<file path="src/rtl/irpir_pkg.sv">
// Package for the infrared pulse-interval receiver: phase codes, interval
// windows and the beat payload types of the request and response channels.
// Depends on nothing; irpir_step and the core import it.
package irpir_pkg;

   // Decoder phases, in the encoding that the response beat reports.
   typedef enum logic [1:0] {
      PH_IDLE      = 2'd0,
      PH_HDR_SPACE = 2'd1,
      PH_BIT_MARK  = 2'd2,
      PH_BIT_SPACE = 2'd3
   } phase_type;

   // Interval windows in microseconds, exclusive at both ends.
   localparam logic [31:0] HDR_MARK_LO  = 32'd8800;
   localparam logic [31:0] HDR_MARK_HI  = 32'd9200;
   localparam logic [31:0] HDR_SPACE_LO = 32'd4300;
   localparam logic [31:0] HDR_SPACE_HI = 32'd4700;
   localparam logic [31:0] BIT_MARK_LO  = 32'd560;
   localparam logic [31:0] BIT_MARK_HI  = 32'd640;
   localparam logic [31:0] ONE_LO       = 32'd950;
   localparam logic [31:0] ONE_HI       = 32'd1050;
   localparam logic [31:0] ZERO_LO      = 32'd1900;
   localparam logic [31:0] ZERO_HI      = 32'd2100;

   typedef struct packed {
      logic [31:0] edge_time;
   } req_payload_type;

   typedef struct packed {
      logic       word_done;
      logic [3:0] word_bits;
      logic [1:0] phase;
      logic [2:0] bits_received;
   } rsp_payload_type;

endpackage

</file>
<file path="src/rtl/irpir_step.sv">
// Next-state and result logic of the receiver for one edge timestamp.
// Depends on irpir_pkg for the phase codes, windows and response beat type.
module irpir_step import irpir_pkg::*; #(
   parameter int unsigned BITS = 4
) (
   input  logic [31:0]                  edge_time,
   input  logic [31:0]                  last_time_cur,
   input  phase_type                    phase_cur,
   input  logic [$clog2(BITS+1)-1:0]    bit_index_cur,
   input  logic [BITS-1:0]              word_cur,
   output phase_type                    phase_nxt,
   output logic [$clog2(BITS+1)-1:0]    bit_index_nxt,
   output logic [BITS-1:0]              word_nxt,
   output rsp_payload_type              result
);

   localparam int unsigned IDX_W = $clog2(BITS + 1);

   logic [31:0]      interval;
   logic             in_hdr_mark;
   logic             in_hdr_space;
   logic             in_bit_mark;
   logic             in_one;
   logic             in_zero;
   logic [IDX_W-1:0] index_inc;
   logic [IDX_W-1:0] shown_count;
   logic [BITS-1:0]  bit_set;
   logic             done;

   // The subtraction wraps modulo 2^32 by itself.
   assign interval     = edge_time - last_time_cur;
   assign in_hdr_mark  = (interval > HDR_MARK_LO)  && (interval < HDR_MARK_HI);
   assign in_hdr_space = (interval > HDR_SPACE_LO) && (interval < HDR_SPACE_HI);
   assign in_bit_mark  = (interval > BIT_MARK_LO)  && (interval < BIT_MARK_HI);
   assign in_one       = (interval > ONE_LO)       && (interval < ONE_HI);
   assign in_zero      = (interval > ZERO_LO)      && (interval < ZERO_HI);
   assign index_inc    = bit_index_cur + IDX_W'(1);

   // One-hot select of the bit being stored.
   always_comb begin
      for (int i = 0; i < int'(BITS); i++) begin
         bit_set[i] = (bit_index_cur == IDX_W'(i));
      end
   end

   always_comb begin
      phase_nxt     = PH_IDLE;
      bit_index_nxt = bit_index_cur;
      word_nxt      = word_cur;
      shown_count   = bit_index_cur;
      done          = 1'b0;
      unique case (phase_cur)
         PH_IDLE: begin
            if (in_hdr_mark) begin
               phase_nxt = PH_HDR_SPACE;
            end
         end
         PH_HDR_SPACE: begin
            if (in_hdr_space) begin
               phase_nxt     = PH_BIT_MARK;
               bit_index_nxt = '0;
               word_nxt      = '0;
               shown_count   = '0;
            end
         end
         PH_BIT_MARK: begin
            if (in_bit_mark) begin
               phase_nxt = PH_BIT_SPACE;
            end
         end
         PH_BIT_SPACE: begin
            if (in_one || in_zero) begin
               word_nxt    = in_one ? (word_cur | bit_set) : (word_cur & ~bit_set);
               shown_count = index_inc;
               if (index_inc == IDX_W'(BITS)) begin
                  done          = 1'b1;
                  phase_nxt     = PH_IDLE;
                  bit_index_nxt = '0;
               end else begin
                  phase_nxt     = PH_BIT_MARK;
                  bit_index_nxt = index_inc;
               end
            end
         end
         default: begin
            phase_nxt = PH_IDLE;
         end
      endcase
   end

   logic [31:0] word_wide;
   logic [31:0] count_wide;

   assign word_wide  = 32'(word_nxt);
   assign count_wide = 32'(shown_count);

   always_comb begin
      result.word_done     = done;
      result.word_bits     = word_wide[3:0];
      result.phase         = phase_nxt;
      result.bits_received = count_wide[2:0];
   end

endmodule

</file>
<file path="config.mk">
export PLATFORM = sky130hd
export DESIGN_NAME = irpir_step
export DESIGN_NICKNAME = d
export VERILOG_FILES = /design/src/rtl/irpir_pkg.sv /design/src/rtl/irpir_step.sv
export SDC_FILE = /design/constraint.sdc
export NUM_CORES = 1
export LEC_CHECK = 0
export BUFFER_PORTS_ARGS = -buffer_cell sky130_fd_sc_hd__buf_2
export CORE_MARGIN = 1
export CORE_UTILIZATION = 40
export DETAILED_ROUTE_END_ITERATION = 8
export GPL_TIMING_DRIVEN = 0
export PLACE_DENSITY = 0.69
export SLEW_MARGIN = 20
export SYNTH_ARGS = -nofsm -noshare
export SYNTH_HDL_FRONTEND = slang
export SYNTH_SLANG_ARGS = --single-unit
</file>
<file path="constraint.sdc">
create_clock -name vclk -period 3.24
set_clock_uncertainty 0.15 [all_clocks]
set_input_delay 0.162 -clock vclk [all_inputs]
set_output_delay 0.162 -clock vclk [all_outputs]
set_load 0.005 [all_outputs]
</file>
==> results.md <==
* Worst slew margin at a little over two thirds
* RePlAce Congestion at 0.887
* Unrepaired setup endpoints after global routing: yes
* Least-Margin Pin Slew at 0.436 ns
* Startpoint class of the critical path: primary input
* # Max-Cap Violations at 0
* Worst hold path depth at 3
* Max Fclk at 0.265 GHz
* Pwr Total at slightly below 800 µW
* Crit share post-route at 116%
* Yosys cell types at 73
* Inst Count DP at between 600 and 700
* Avg Cell Area, Syn at between 6 and 7 µm²
* Top cells by count, synth: a21oi_1, inv_1, nand2_1
* DRT Pass-1 Iters at 4
* CP Cell Sequence: buf_8, inv_12, ha_4, inv_2, fa_2, a211oi_4, buf_6, nor2_4, xnor2_4, or4b_4, nand4b_1, or4b_4, nand3b_4, buf_6, nor2_2, o21ai_1, o2bb2ai_2, buf_4, buf_6
* Largest area contributor in the netlist: ha_1
* FF/Latch Area at 0 µm²
* Ant. Diodes at 0
* DR iter-0 viols at between 100 and 150
* Seq/Total Area, Yosys at 0%
* Post-synthesis cell area at about 0.003 mm²
* Post-route ant nets at 0
* Port bufs at 92
* Row count at 31
* Crit-path max FO at 4
* Ranking of synthesized cells by area: ha_1, a21oi_1, inv_1
* Violated checks: setup timing
* Total grt overflow at 0
* Critical path's slowest cell: or4b_4
* Fin worst setup slack at -0.529 ns
* Clock buf count at 0
* Synthesis Warnings at 0
* FF+latch count at 0
* Min cycle time layout at ~3.8 ns
* Final-report setup violation count at 19
* Initial Util at about two fifths
* CP dominant cell by count: buf_6
* Crit path kind: in2out
* HPWL after detailed placement at 7.00 mm
* Synth Instances at 444
* Nets@finish at about 660
* Number of global-route vias before repair at roughly 3300
* First-pass GRT wire length at between 10 and 15 mm
* Gr busiest metal: met2
* Die Y at 88.6 µm
* Final WL at 8.88 mm
* Routed vias/inst at around 5.7
* DR WL/cell at 13.8 µm
* P per Cell Area at roughly 190 mW/mm²
* Hold Path Class: in2out
* WHS Endpoint: result[5]
* Non-filler instance count after layout at approximately 650
* Worst stage delay on the critical path at 0.55 ns
* Io pins at 92
* CP required at a little under 3 ns
* Hold_sp: word_cur[0]
* GRT met1 Usage at 28.6%
* Vias at 3702
* Status: finished with violations
* Largest net degree at the start of global routing at 11
* Lkg Pwr at around 1.8 nW
* Top cell type's share of synthesized area at between 10% and 20%
* Peak supply drop at ~0.0001 V
* Slew Limit Fails at 0
* Hold-fix buffers, CTS at 0
* DIE AREA at between 0.007 and 0.008 mm²
* Most frequent cell after synthesis: a21oi_1
* Critical Path Sink Type: output pin
* Area Growth Syn to Fin at 36.6%
* Fin. Hold Viols at 0
* Residual DRC count at 0
* CP arrival at between 3 and 4 ns
* Initial antenna violation count at 0
* Routing usage on met3 at less than 1%
* Die X-Extent at just under 90 µm
* Post-Synthesis Net Count at around 560
* GR Util met2 at between 40% and 50%
* GRT Util Overall at 21.6%
* Share of layout cells above drive strength 1 at between 30% and 40%
* Core area at between 0.007 and 0.008 mm²
-- per-stage QoR --
step / instance area (µm²) / setup TNS [ns] / util, % / hold slack [ns] / setup WS, ns
after floorplan: 3070 / -2.74 / - / 0.273 / -0.322
after global placement: 3650 / -14.65 / 50.3 / 0.469 / -0.898
after detailed placement: 3650 / -14.80 / 50.3 / 0.472 / -0.921
after CTS: 3910 / -9.06 / 53.9 / 0.474 / -0.580
after global routing: 4090 / -10.76 / 56.4 / 0.491 / -0.664
final: 4090 / -8.42 / 56.4 / 0.473 / -0.529
-- cell type report --
| class | instances | area (µm²) |
|---|---|---|
| timing repair buffer | 106 | 646 |
| multi-input combinational | 380 | 3050 |
| inverter | 44 | 178 |
| tap | 99 | 124 |
| fill | 723 | 3160 |
| buffer | 16 | 101 |
-- power breakdown --
part,switching (mW),internal [mW]
Sequential,0,0
Combinational,0.446,0.327
Clock,0,0
Total,0.446,0.327
-- worst max-delay path, delay by kind of cell --
family,cells,cell delay (ns)
buffers and inverters,7,0.66
adders and majority gates,2,0.48
xor gates and xnor gates,1,0.15
and+or+nand+nor,6,1.43
AOI/OAI and AO/OA,3,0.56
-- how the worst max path moves through the flow --
stage	to	slack [ns]	startpoint	cells past startpoint
6_report	word_nxt[2]	-0.53	edge_time[0]	19
5_1_grt	word_nxt[2]	-0.66	edge_time[0]	19
2_1_floorplan	result[0]	-0.32	edge_time[0]	15
4_1_cts	result[0]	-0.58	edge_time[0]	18
3_5_place_dp	word_nxt[1]	-0.92	edge_time[0]	19
3_3_place_gp	word_nxt[1]	-0.90	edge_time[0]	19
-- cells in the final DEF (no fill, tap or decap), types with 8 or more instances in the layout --
cell     instances
buf_4           19
buf_2           86
o21a_1          13
nand3_1          8
ha_1            35
a21oi_1         37
buf_6           11
o21ai_0         19
inv_1           42
o21ai_1          8
nor2_1          25
nand2_1         39
a21o_1           8
-- metal layers --
layer	part of all wire (%)	wire length, µm
met5	0	0
met1	45	4030
met3	3.4	306
met2	50	4470
met4	0.77	68
-- kinds of logic (layout without fill, tap and decap cells) --
kind of cell             count (synthesis)  after routing  share of synthesized area [%]
XOR/XNOR                                19             19                           6.43
multiplexers                             4              4                           1.34
adder cells (fa/ha/maj)                 38             38                           16.1
AO/OA/AOI/OAI                          180            180                           42.6
buffers and inverters                   64            166                           9.23
AND/OR/NAND/NOR                        139            139                           24.3
-- what timing repair did --
action / CTS / global route
pin swaps: 17 / 14
hold endpoints to repair: 0 / 0
buffers inserted: 10 / 4
gates resized for setup: 45 / 34
setup endpoints to repair: 19 / 19
(Power assumes the default switching activity.)
